<file path="config.mk">
export PLATFORM = sky130hd
export DESIGN_NAME = pileup_column_base_profiler_core
export DESIGN_NICKNAME = d
export VERILOG_FILES = /design/src/design/pcbp_pkg.sv /design/src/design/pcbp_front.sv /design/src/design/pcbp_queue.sv /design/src/design/pcbp_back.sv /design/src/design/pileup_column_base_profiler_core.sv
export VERILOG_INCLUDE_DIRS = /design/src /design/src/design
export SDC_FILE = /design/constraint.sdc
export NUM_CORES = 1
export LEC_CHECK = 0
export ABC_AREA = 1
export BUFFER_PORTS_ARGS = -buffer_cell sky130_fd_sc_hd__buf_2
export CORE_MARGIN = 1.5
export CORE_UTILIZATION = 45
export CTS_CLUSTER_SIZE = 12
export DETAILED_ROUTE_END_ITERATION = 6
export PLACE_DENSITY = 0.71
export SLEW_MARGIN = 20
export SYNTH_ARGS = -nofsm -noshare
export SYNTH_HDL_FRONTEND = slang
export SYNTH_HIERARCHICAL = 1
export SYNTH_SLANG_ARGS = --single-unit
</file>
<file path="constraint.sdc">
create_clock -name clk -period 24.4 [get_ports clk]
set_clock_uncertainty 0.15 [all_clocks]
set_input_delay 7.32 -clock clk [delete_from_list [all_inputs] [get_ports clk]]
set_output_delay 7.32 -clock clk [all_outputs]
set_load 0.03 [all_outputs]
</file>
<file path="src/design/pileup_column_base_profiler_core_macros.svh">
// Assertion helpers used by the profiler top level.
`ifndef PILEUP_COLUMN_BASE_PROFILER_CORE_MACROS_SVH
`define PILEUP_COLUMN_BASE_PROFILER_CORE_MACROS_SVH

// Same-cycle implication, disabled in reset.
`define PCBP_ASSERT_IMPL(label, clk, rst, ante, cons, msg) \
  label: assert property (@(posedge clk) disable iff (rst) (ante) |-> (cons)) \
    else $error(msg);

// Next-cycle implication, disabled in reset.
`define PCBP_ASSERT_NEXT(label, clk, rst, ante, cons, msg) \
  label: assert property (@(posedge clk) disable iff (rst) (ante) |=> (cons)) \
    else $error(msg);

`endif

</file>
<file path="src/design/pcbp_pkg.sv">
`default_nettype none
package pcbp_pkg;

  localparam int NUM_BASES = 5;
  localparam int BASE_IDX_BITS = $clog2(NUM_BASES);
  localparam int DEF_COUNT_BITS = 16;
  localparam int DEF_QUEUE_DEPTH = 2;
  localparam int OUT_BITS = 16;
  localparam int RATIO_BITS = 17;
  localparam logic [RATIO_BITS-1:0] Q_ONE = 17'h10000;

  typedef logic [BASE_IDX_BITS-1:0] base_idx_t;

  localparam logic [7:0] BASE_CODES [NUM_BASES] = '{8'h41, 8'h43, 8'h47, 8'h4E, 8'h54};

  typedef struct packed {
    logic [7:0]            ref_char;
    logic [OUT_BITS-1:0]   coverage;
    logic [RATIO_BITS-1:0] min_ratio;
    logic                  gate;
    logic [OUT_BITS-1:0]   length;
  } col_meta_t;

endpackage
`default_nettype wire

</file>
<file path="src/design/pcbp_front.sv">
`default_nettype none
module pcbp_front #(
  parameter int COUNT_BITS = pcbp_pkg::DEF_COUNT_BITS
) (
  input  wire logic                                                 clk,
  input  wire logic                                                 rst,
  input  wire logic                                                 accept,
  input  wire logic [7:0]                                           base_char,
  input  wire logic                                                 last,
  input  wire logic [7:0]                                           reference_char,
  input  wire logic [pcbp_pkg::OUT_BITS-1:0]                        coverage,
  input  wire logic [pcbp_pkg::RATIO_BITS-1:0]                      min_ratio,
  input  wire logic                                                 gate_enable,
  output logic                                                      rec_wr,
  output logic [pcbp_pkg::NUM_BASES-1:0][COUNT_BITS-1:0]            rec_counts,
  output pcbp_pkg::col_meta_t                                       rec_meta
);
  import pcbp_pkg::*;

  localparam int EXT = (COUNT_BITS > OUT_BITS) ? COUNT_BITS : OUT_BITS;

  logic [NUM_BASES-1:0][COUNT_BITS-1:0] cnt;
  logic [NUM_BASES-1:0][COUNT_BITS-1:0] cnt_next;
  logic [COUNT_BITS-1:0]                len;
  logic [COUNT_BITS-1:0]                len_next;
  logic [EXT-1:0]                       len_ext;

  always_comb begin
    for (int i = 0; i < NUM_BASES; i++) begin
      if (base_char == BASE_CODES[i] && cnt[i] != '1) begin
        cnt_next[i] = cnt[i] + 1'b1;
      end else begin
        cnt_next[i] = cnt[i];
      end
    end
    len_next = (len == '1) ? len : len + 1'b1;
    len_ext  = EXT'(len_next);
  end

  assign rec_wr     = accept && last;
  assign rec_counts = cnt_next;

  always_comb begin
    rec_meta.ref_char  = reference_char;
    rec_meta.coverage  = coverage;
    rec_meta.min_ratio = min_ratio;
    rec_meta.gate      = gate_enable;
    rec_meta.length    = (len_ext > EXT'({OUT_BITS{1'b1}})) ? {OUT_BITS{1'b1}}
                                                             : len_ext[OUT_BITS-1:0];
  end

  always_ff @(posedge clk) begin
    if (rst) begin
      cnt <= '0;
      len <= '0;
    end else if (accept) begin
      if (last) begin
        cnt <= '0;
        len <= '0;
      end else begin
        cnt <= cnt_next;
        len <= len_next;
      end
    end
  end

endmodule
`default_nettype wire

</file>
<file path="src/design/pcbp_queue.sv">
`default_nettype none
module pcbp_queue #(
  parameter int WIDTH = 8,
  parameter int DEPTH = pcbp_pkg::DEF_QUEUE_DEPTH
) (
  input  wire logic             clk,
  input  wire logic             rst,
  input  wire logic             wr,
  input  wire logic [WIDTH-1:0] wdata,
  input  wire logic             rd,
  output logic      [WIDTH-1:0] rdata,
  output logic                  full,
  output logic                  empty
);
  localparam int AW = (DEPTH > 1) ? $clog2(DEPTH) : 1;
  localparam int CW = $clog2(DEPTH + 1);

  logic [WIDTH-1:0] mem [DEPTH];
  logic [AW-1:0]    wptr;
  logic [AW-1:0]    rptr;
  logic [CW-1:0]    fill;

  assign full  = (fill == CW'(DEPTH));
  assign empty = (fill == '0);
  assign rdata = mem[rptr];

  always_ff @(posedge clk) begin
    if (wr && !full) begin
      mem[wptr] <= wdata;
    end
  end

  always_ff @(posedge clk) begin
    if (rst) begin
      wptr <= '0;
      rptr <= '0;
      fill <= '0;
    end else begin
      if (wr && !full) begin
        wptr <= (wptr == AW'(DEPTH - 1)) ? '0 : wptr + 1'b1;
      end
      if (rd && !empty) begin
        rptr <= (rptr == AW'(DEPTH - 1)) ? '0 : rptr + 1'b1;
      end
      unique case ({wr && !full, rd && !empty})
        2'b10:   fill <= fill + 1'b1;
        2'b01:   fill <= fill - 1'b1;
        default: fill <= fill;
      endcase
    end
  end

endmodule
`default_nettype wire

</file>
<file path="src/design/pcbp_back.sv">
`default_nettype none
module pcbp_back #(
  parameter int COUNT_BITS = pcbp_pkg::DEF_COUNT_BITS
) (
  input  wire logic                                      clk,
  input  wire logic                                      rst,
  input  wire logic                                      rec_avail,
  output logic                                           rec_rd,
  input  wire logic [pcbp_pkg::NUM_BASES-1:0][COUNT_BITS-1:0] rec_counts,
  input  wire pcbp_pkg::col_meta_t                       rec_meta,
  input  wire logic                                      pop,
  output logic                                           empty,
  output logic [pcbp_pkg::OUT_BITS-1:0]                  count_a,
  output logic [pcbp_pkg::OUT_BITS-1:0]                  count_c,
  output logic [pcbp_pkg::OUT_BITS-1:0]                  count_g,
  output logic [pcbp_pkg::OUT_BITS-1:0]                  count_n,
  output logic [pcbp_pkg::OUT_BITS-1:0]                  count_t,
  output logic [2:0]                                     competing_low,
  output logic [2:0]                                     competing_high,
  output logic [pcbp_pkg::RATIO_BITS-1:0]                departure,
  output logic [pcbp_pkg::OUT_BITS-1:0]                  used_coverage
);
  import pcbp_pkg::*;

  localparam int EXT = (COUNT_BITS > OUT_BITS) ? COUNT_BITS : OUT_BITS;
  localparam int SW  = COUNT_BITS + 3;
  localparam int CW  = (SW > OUT_BITS) ? SW : OUT_BITS;
  localparam int SB  = $clog2(OUT_BITS);

  typedef enum logic [2:0] {IDLE, SUM, PICK, DIV, FIN} state_t;

  state_t                              state;
  logic [NUM_BASES-1:0][COUNT_BITS-1:0] cnt;
  col_meta_t                           meta;
  logic [SW-1:0]                       nonref;
  logic [SW-1:0]                       nonref_next;
  base_idx_t                           top1;
  base_idx_t                           top2_next;
  logic [2:0]                          pair_low;
  logic [2:0]                          pair_high;
  logic [OUT_BITS-1:0]                 divisor;
  logic [OUT_BITS-1:0]                 rem;
  logic [OUT_BITS-1:0]                 quo;
  logic [SB-1:0]                       step;
  logic [RATIO_BITS-1:0]               dep;
  logic [RATIO_BITS-1:0]               dep_gated;
  logic [OUT_BITS:0]                   trial;
  logic                                out_valid;

  function automatic base_idx_t pick_top(
    input logic [NUM_BASES-1:0][COUNT_BITS-1:0] c,
    input base_idx_t skip
  );
    base_idx_t best;
    logic      found;
    best  = '0;
    found = 1'b0;
    for (int i = 0; i < NUM_BASES; i++) begin
      if (base_idx_t'(i) != skip) begin
        if (!found || c[i] >= c[best]) begin
          best  = base_idx_t'(i);
          found = 1'b1;
        end
      end
    end
    return best;
  endfunction

  function automatic logic [OUT_BITS-1:0] clip16(input logic [COUNT_BITS-1:0] v);
    logic [EXT-1:0] e;
    e = EXT'(v);
    return (e > EXT'({OUT_BITS{1'b1}})) ? {OUT_BITS{1'b1}} : e[OUT_BITS-1:0];
  endfunction

  always_comb begin
    nonref_next = '0;
    for (int i = 0; i < NUM_BASES; i++) begin
      if (BASE_CODES[i] != meta.ref_char) begin
        nonref_next = nonref_next + SW'(cnt[i]);
      end
    end
    top2_next = pick_top(cnt, top1);
    trial     = {rem, 1'b0};
    dep_gated = (meta.gate && !(dep > meta.min_ratio)) ? '0 : dep;
  end

  assign empty  = !out_valid;
  assign rec_rd = (state == IDLE) && rec_avail;

  always_ff @(posedge clk) begin
    if (rst) begin
      state     <= IDLE;
      out_valid <= 1'b0;
    end else begin
      if (pop && out_valid) begin
        out_valid <= 1'b0;
      end
      unique case (state)
        IDLE: begin
          if (rec_avail) begin
            cnt     <= rec_counts;
            meta    <= rec_meta;
            divisor <= (rec_meta.coverage != '0) ? rec_meta.coverage : rec_meta.length;
            state   <= SUM;
          end
        end
        SUM: begin
          nonref <= nonref_next;
          top1   <= pick_top(cnt, base_idx_t'(NUM_BASES));
          state  <= PICK;
        end
        PICK: begin
          if (top1 < top2_next) begin
            pair_low  <= 3'(top1);
            pair_high <= 3'(top2_next);
          end else begin
            pair_low  <= 3'(top2_next);
            pair_high <= 3'(top1);
          end
          if (divisor == '0) begin
            dep   <= '0;
            state <= FIN;
          end else if (CW'(nonref) >= CW'(divisor)) begin
            dep   <= Q_ONE;
            state <= FIN;
          end else begin
            rem   <= OUT_BITS'(nonref);
            quo   <= '0;
            step  <= '0;
            state <= DIV;
          end
        end
        DIV: begin
          if (trial >= {1'b0, divisor}) begin
            rem <= OUT_BITS'(trial - {1'b0, divisor});
            quo <= {quo[OUT_BITS-2:0], 1'b1};
          end else begin
            rem <= trial[OUT_BITS-1:0];
            quo <= {quo[OUT_BITS-2:0], 1'b0};
          end
          step <= step + 1'b1;
          if (step == SB'(OUT_BITS - 1)) begin
            dep   <= {1'b0, quo[OUT_BITS-2:0], (trial >= {1'b0, divisor})};
            state <= FIN;
          end
        end
        FIN: begin
          if (!out_valid || pop) begin
            count_a        <= clip16(cnt[0]);
            count_c        <= clip16(cnt[1]);
            count_g        <= clip16(cnt[2]);
            count_n        <= clip16(cnt[3]);
            count_t        <= clip16(cnt[4]);
            competing_low  <= pair_low;
            competing_high <= pair_high;
            departure      <= dep_gated;
            used_coverage  <= divisor;
            out_valid      <= 1'b1;
            state          <= IDLE;
          end
        end
        default: state <= IDLE;
      endcase
    end
  end

endmodule
`default_nettype wire

</file>
<file path="src/design/pileup_column_base_profiler_core.sv">
// Pileup column base profiler.
// Input channel: one column character per transaction (push/full). The
// transaction with last high closes the column; reference_char, coverage,
// min_ratio and gate_enable are sampled on it only.
// Output channel: one result per column (empty/pop), holding the five base
// counts, the top two bases, the departure ratio and the divisor used.
// Throughput: one character per cycle while full is low. Each closed column
// is queued to a result engine that takes one column at a time; it loads
// the column, sums non-reference counts and picks the leader, picks the
// runner-up, runs the bit-serial divide when needed and writes the result
// register.
// A short queue of closed columns sits between counter and engine; when it
// fills, full rises and holds the input until the engine frees an entry.
// A stalled receiver holds the result register and, in turn, the engine.
// Reset clears the counters and the queue, empties the result register and idles the engine.
`default_nettype none
`include "pileup_column_base_profiler_core_macros.svh"
module pileup_column_base_profiler_core #(
  parameter int COUNT_BITS  = pcbp_pkg::DEF_COUNT_BITS,
  parameter int QUEUE_DEPTH = pcbp_pkg::DEF_QUEUE_DEPTH
) (
  input  wire logic                              clk,
  input  wire logic                              rst,
  input  wire logic                              push,
  output logic                                   full,
  input  wire logic [7:0]                        base_char,
  input  wire logic                              last,
  input  wire logic [7:0]                        reference_char,
  input  wire logic [pcbp_pkg::OUT_BITS-1:0]     coverage,
  input  wire logic [pcbp_pkg::RATIO_BITS-1:0]   min_ratio,
  input  wire logic                              gate_enable,
  output logic                                   empty,
  input  wire logic                              pop,
  output logic [pcbp_pkg::OUT_BITS-1:0]          count_a,
  output logic [pcbp_pkg::OUT_BITS-1:0]          count_c,
  output logic [pcbp_pkg::OUT_BITS-1:0]          count_g,
  output logic [pcbp_pkg::OUT_BITS-1:0]          count_n,
  output logic [pcbp_pkg::OUT_BITS-1:0]          count_t,
  output logic [2:0]                             competing_low,
  output logic [2:0]                             competing_high,
  output logic [pcbp_pkg::RATIO_BITS-1:0]        departure,
  output logic [pcbp_pkg::OUT_BITS-1:0]          used_coverage
);
  import pcbp_pkg::*;

  localparam int QW = NUM_BASES * COUNT_BITS + $bits(col_meta_t);

  logic                                 accept;
  logic                                 f_wr;
  logic [NUM_BASES-1:0][COUNT_BITS-1:0] f_counts;
  col_meta_t                            f_meta;
  logic [QW-1:0]                        q_rdata;
  logic                                 q_empty;
  logic                                 q_rd;
  logic [NUM_BASES-1:0][COUNT_BITS-1:0] b_counts;
  col_meta_t                            b_meta;

  assign accept = push && !full;
  assign {b_counts, b_meta} = q_rdata;

  pcbp_front #(.COUNT_BITS(COUNT_BITS)) u_front (
    .clk            (clk),
    .rst            (rst),
    .accept         (accept),
    .base_char      (base_char),
    .last           (last),
    .reference_char (reference_char),
    .coverage       (coverage),
    .min_ratio      (min_ratio),
    .gate_enable    (gate_enable),
    .rec_wr         (f_wr),
    .rec_counts     (f_counts),
    .rec_meta       (f_meta)
  );

  pcbp_queue #(.WIDTH(QW), .DEPTH(QUEUE_DEPTH)) u_queue (
    .clk   (clk),
    .rst   (rst),
    .wr    (f_wr),
    .wdata ({f_counts, f_meta}),
    .rd    (q_rd),
    .rdata (q_rdata),
    .full  (full),
    .empty (q_empty)
  );

  pcbp_back #(.COUNT_BITS(COUNT_BITS)) u_back (
    .clk            (clk),
    .rst            (rst),
    .rec_avail      (!q_empty),
    .rec_rd         (q_rd),
    .rec_counts     (b_counts),
    .rec_meta       (b_meta),
    .pop            (pop),
    .empty          (empty),
    .count_a        (count_a),
    .count_c        (count_c),
    .count_g        (count_g),
    .count_n        (count_n),
    .count_t        (count_t),
    .competing_low  (competing_low),
    .competing_high (competing_high),
    .departure      (departure),
    .used_coverage  (used_coverage)
  );

  `PCBP_ASSERT_IMPL(a_dep_range, clk, rst, !empty, departure <= Q_ONE, "departure above 1.0")
  `PCBP_ASSERT_IMPL(a_pair_order, clk, rst, !empty, competing_low < competing_high,
                    "top bases out of order")
  `PCBP_ASSERT_IMPL(a_zero_div, clk, rst, !empty && used_coverage == '0, departure == '0,
                    "departure with empty divisor")
  `PCBP_ASSERT_NEXT(a_column_kept, clk, rst, accept && last, !q_empty || q_rd,
                    "closed column lost")

endmodule
`default_nettype wire
</file>
======== Yosys cells after proc, flatten, opt, wreduce, memory -nomap -nowiden ========
Memories as Yosys holds them, arrays and structs flattened. A register that Yosys moved wholly into a read port is not among the register bits.
Cells that the tools add are included.
cells by class
  $add $sub $neg .......................... 16
  $lt $le $gt $ge ......................... 25
  eq/ne operators ......................... 34
  multiplexer cells ....................... 99
  bitwise gates (word level) .............. 2
  reduce and logical (&&, ||, !) cells .... 47
operators by type and width
  cell                   count
  $bmux 16 s3            7
  $mux 16                20
  $ge 16x16->1           8
  $add 16x1->16 const B  6
  $gt 16x16->1 const B   6
  $mux 80                1
  $ne 16x16->1 const B   5
  $mux 19                4
  $mux 3                 25
  $add 19x16->19         3
  $mux 17                3
  $eq 8x7->1 const B     5
  $ne 7x8->1 const A     5
  $pmux 17 s2            1
  $pmux 16 s2            1
  $mux 15                2
  $pmux 15 s2            1
  $mux 1                 29
  $lt 3x4->1 const B     7
  $ge 19x16->1           1
  $add 16x16->17         1
  $ge 17x16->1           1
  $gt 17x17->1           1
  $eq 16x16->1 const B   1
  35 further kinds       79
storage, ports and cells
  register bits after elaboration ......... 425
  bits in writable memories ............... 276
  output and inout port bits .............. 121
  word-level logic and storage cells ...... 261
  memories kept ........................... 1
memories
  memory       words  bits a word  read ports  clocked after memory_dff  write ports  RTL line          source
  u_queue.mem  2      138          1           1                         1            pcbp_queue.sv:18  logic [WIDTH-1:0] mem [DEPTH];

======== Logic depth before layout (Yosys ltp) ========
  depth after elaboration ................. 28
  depth in mapped cells ................... 63

======== Cells and area by module ========
The synthesis kept the hierarchy.
modules (own cells, without submodules)
  module                            times used  cells each  area an instance (um2)  seq. area each (um2)
  pcbp_back                         1           2427        21196.6                 9719.3
  pcbp_queue                        1           469         10249.8                 8388.0
  pcbp_front                        1           1280        7673.6                  1921.8
  pileup_column_base_profiler_core  1           3           13.8                    0.0

======== Worst setup path after synthesis ========
OpenSTA, ideal clock, no wires.
  kind .................................... in2reg
  from .................................... input port rst
  to ...................................... register u_back/cnt[0] in the netlist's numbering, enable pin
  data arrival time ....................... 15781 ps
  data required time ...................... 23498 ps
  slack ................................... 7717 ps
  stages on the path ...................... 2
  cells stage by stage .................... clkbuf_1 > nor3_1
on the way
  cells in the longest elaborated chain, start to end .. 2
ends and longest elaborated chain
  item                        RTL line                                source
  start: declaration          pileup_column_base_profiler_core.sv:23  input wire logic rst,
  $not 1->1 (no line)         -
  $reduce_and 3->1 (no line)  -
  end signal: assignment      pcbp_back.sv:101                        cnt <= rec_counts;
  end: declaration            pcbp_back.sv:33                         logic [NUM_BASES-1:0][COUNT_BITS-1:0] cnt;
Every way passes these cells.
A chain may end at the register's enable or synchronous reset.

======== Final worst setup path ========
  from .................................... input port push
  to ...................................... memory u_queue/mem[0][68] in the netlist's numbering, enable pin
on the way
  cells in the longest elaborated chain, start to end .. 5
ends and longest elaborated chain
  item                          RTL line                                source
  start: declaration            pileup_column_base_profiler_core.sv:24  input wire logic push,
  $logic_and 1x1->1             pileup_column_base_profiler_core.sv:58  assign accept = push && !full;
  via accept                    pileup_column_base_profiler_core.sv:48  logic accept;
  $logic_and 1x1->1             pcbp_front.sv:40                        assign rec_wr = accept && last;
  via f_wr                      pileup_column_base_profiler_core.sv:49  logic f_wr;
  $logic_and 1x1->1             pcbp_queue.sv:28                        if (wr && !full) begin
  $mux 1                        pcbp_queue.sv:28
  $mux 1 (not written as such)  pcbp_queue.sv:29                        mem[wptr] <= wdata;
  end: declaration              pcbp_queue.sv:18
The timed path passes the listed nets, and every way through them passes these cells.

==> reports/results.env <==
CLK_LATENCY_NS=0.64
INTPOWER_mW=2.64
GRT_START_MAX_NET_PINS=75
DIE_Y_UM=298
NUMBER_OF_VIOLATIONS_OF_THE_MAX_CAPACITANCE_LIMIT=0
CLOCK-SINKS=702
MET2ROUTEDLENGTH_UM=44800
SYNTHTOLAYOUTAREAGROWTH_PCT=10.2
CRITICAL_PATH.MOST_COMMON_CELL='inv_1'
WORST-SLEW-PIN-TRANSITION_NS=1.05
IO_PINS=176
COMBPWRFRAC=0.381
HPWLAFTERDP_UM=73100
CTS_HOLD_BUFFERS=0
TOPROUTINGLAYERUSED='met4'
FINAL_MIN_PERIOD_OVER_CLOCK_PERIOD=0.396
ROUTE.DETAILED.VIAS_PER_INST=5.38
YOSYS-TOP-CELLS-COUNT='nand2_1, edfxtp_1, inv_1'
DRT-MET1-WL_UM=45800
POWER_PER_CELL_AREA_mW_PER_MM2=97.7
SYNTH.LIB_CELLS_USED.DISTINCT=60
REQUIRED_NS=24.49
FINALNONFILLERCELLS=5517
SYN_AVG_CELL_AREA_SQ_UM=9.36
SEQ_CELLS_POST_SYNTH=702
MOST_COMMON_CELL_IN_THE_SYNTHESIZED_NETLIST='nand2_1'
DRT_DRC_VIOLATIONS_LEFT=0
VIAS=29665
SYNTHTOPCELLSBYAREA='edfxtp_1, nand2_1, ha_1, dfxtp_1, mux2_2'
WORST-ENDPOINT-ARRIVAL_NS=9.75
GR-TOTAL-OVERFLOW=0
FMAXACHIEVABLE_GHz=0.103
OUTCOME='finished clean'
SYNTH.CELL_AREA_SQ_MM=0.0391
WORST_SETUP_PATH_END_KIND='flip-flop'
GRT_PASS1_WL_UM=155000
DRT_FIRST_PASS_ITERS=6
CRIT_PATH_START_KIND='primary input'
FINALNETCOUNT=4607
CRITPATHKIND='in -> reg'
DRT-WIRELENGTH-PER-CELL_UM=18.5
WORST_SETUP_HOLD_PATH_CLK_SLEW_NS=0.06
CLOCK-ROOT-BUFFER='clkbuf_16'
CTS-ROOT-TO-SINK-BUFFERS=3
SYNTHDOMINANTAREACELLTYPE='edfxtp_1'
CORE_AREA_SQ_MM=0.0857
GRT_USE_TOTAL=0.225
IO_BUFFERS=175
SWITCHINGPOWER_mW=1.57
P_SEQ_FRAC=0.361
CRITICAL_PATH.MAX_STAGE_DELAY_NS=0.86
DIE_AREA_SQ_MM=0.0887
WL_MET3_UM=8220
SYNTH_EDF_COUNT=597
SLEW_HEADROOM=0.302
SYN-INSTANCE-COUNT=4179
DIE_W_UM=298
FINALSETUPTNS_NS=0
ANTENNA_LEFT=0
PATH_CELLS='buf_2 -> inv_1 -> nor2_2 -> nand2_1 -> inv_1 -> inv_1 -> nor2_1 -> inv_1 -> nor2_4 -> buf_4 -> buf_4'
P_SW_FRAC=0.372
DRIVE_GT1_FRAC=0.140
FINALMAXSLEWVIOLATIONS=0
DPL.CELL_COUNT=5377
SETUP_VIOL=0
CTS_TREE='yes'
POST-ROUTE-UTIL=0.503
GRT_SETUP_UNREPAIRED='false'
SYNTH.YOSYS.WARNINGS=6
ITERATION_0_DRC_MARKERS=3066
ROW_COUNT=107
MULTI_INPUT_COMB_AREA_SQ_MM=0.0167
NUMBER_OF_H_TREE_LEVELS=3
ANTENNA_FOUND_INITIAL=4
POSTSYNTH.ASYNCRESETSHARE=0
SYN-NUM-NETS=4476
NUMBER_OF_CELLS_UPSIZED_OR_DOWNSIZED_AFTER_CTS=0
NUMBER_OF_FAILING_HOLD_ENDPOINTS_AT_THE_FINAL_STAGE=0
POWER_mW=4.21
SEQ_AREA_SQ_MM=0.0200
NUMBER_OF_GLOBAL_ROUTE_VIAS_BEFORE_REPAIR=27238
ROUTED_WL_UM=102000
YOSYSSEQAREASHARE=0.512
HOLD_PATH.CLASS='reg -> reg'
PEAKVDDDROP_uV=66.9
NFILLCELLS=7804
CLOCK_NETWORK_POWER_SHARE=0.258
GLOBALPLACE.CONGESTION=0.972
CRITPATHMAXFANOUT=70
EFFECTIVE_UTILIZATION_AT_FLOORPLAN=0.457
CRIT_PATH_TOP_DELAY_CELL='buf_4'
FINALCRITICALPERIOD_NS=9.66
LEAKAGE_nW=17.1
CTS_BUFFERS=75
SYNTHDOMINANTCELLAREASHARE=0.458
FLIP_FLOP_CELL_WITH_THE_HIGHEST_COUNT_AFTER_SYNTHESIS='edfxtp_1'
POSTCTSSETUPREPAIRBUFS=0
power groups by stage:
| stage | Combinational (mW) | Clock [mW] | Sequential, mW |
|---|---|---|---|
| 2_1_floorplan | 1.23 | 0 | 1.53 |
| 3_3_place_gp | 1.54 | 0 | 1.54 |
| 3_5_place_dp | 1.57 | 0 | 1.54 |
| 4_1_cts | 1.59 | 1.11 | 1.52 |
| 5_1_grt | 1.84 | 1.15 | 1.53 |
| 6_report | 1.60 | 1.09 | 1.52 |
cells by family (layout without fill, tap and decap cells):
kind of cell,count (synthesis),in the layout,synth area share
adder cells (fa/ha/maj),242,242,0.0783
AND/OR/NAND/NOR,1935,1935,0.214
other,0,1,0
multiplexers,138,138,0.0397
AO/OA/AOI/OAI,542,542,0.0792
XOR/XNOR,60,60,0.0134
buffers and inverters,560,753,0.0637
flip-flops,702,702,0.512
cell type report:
type | count | area share
Tap cell | 1144 | 0.0332
Timing Repair Buffer | 204 | 0.0254
Clock inverter | 19 | 0.00415
Multi-Input combinational cell | 2917 | 0.387
Antenna cell | 1 | 0.0000580
Sequential cell | 702 | 0.465
Clock buffer | 120 | 0.0498
Inverter | 410 | 0.0359
final timing paths:
path,startpoint,to,slack [ns],depth (start not counted)
setup / recovery,push,u_queue/mem[0][68],14.74,11
hold / removal,u_back/pair_high[0],u_back/competing_high[0],0.27,0
setup reg to reg,u_back/cnt[3],u_back/pair_high[1],14.77,47
hold reg to reg,u_back/pair_high[0],u_back/competing_high[0],0.27,0
sequential cells by signal (all words and copies together), names as in the netlist, 17 cells and up, named ones only:
name              count
u_front/cnt          80
u_back/meta          26
u_queue/mem         276
u_back/departure     17
u_back/nonref        19
u_back/dep           17
u_back/cnt           80
critical path: cells and delay by family:
family	cells	cell delay, ns
buffers and inverters	7	1.92
AND/OR/NAND/NOR	4	0.42
routing by layer:
metal | track usage | vias to the layer above
met5 | 0 | -
met4 | 0.0853 | 0
met3 | 0.0348 | 189
met2 | 0.343 | 1057
met1 | 0.323 | 13960
li1 | - | 14459
per-stage QoR:
stage | setup WS [ns] | instance area [sq um] | hold slack, ns
after global routing | 14.10 | 43100 | 0.280
after floorplan | 7.72 | 39100 | 0.250
after detailed placement | 14.05 | 40800 | 0.255
after CTS | 14.71 | 43100 | 0.271
final | 14.74 | 43100 | 0.271
after global placement | 14.01 | 40800 | 0.254
cell usage in the layout (no fill, tap or decap), types with 19 or more instances in the layout:
master	instances
and2_1	36
nor2_2	19
inv_1	393
ha_1	237
nand2_2	56
clkbuf_1	37
edfxtp_1	597
nor3_1	32
clkbuf_16	77
a21oi_1	230
nand3_1	262
o21ai_0	175
a21oi_2	21
xor2_1	23
dfxtp_1	104
nor2_1	272
nand4_1	71
buf_2	174
xnor2_1	37
mux2_2	138
o21bai_1	22
buf_4	30
nand2_1	1129
Power figures use the tool's default switching activity.
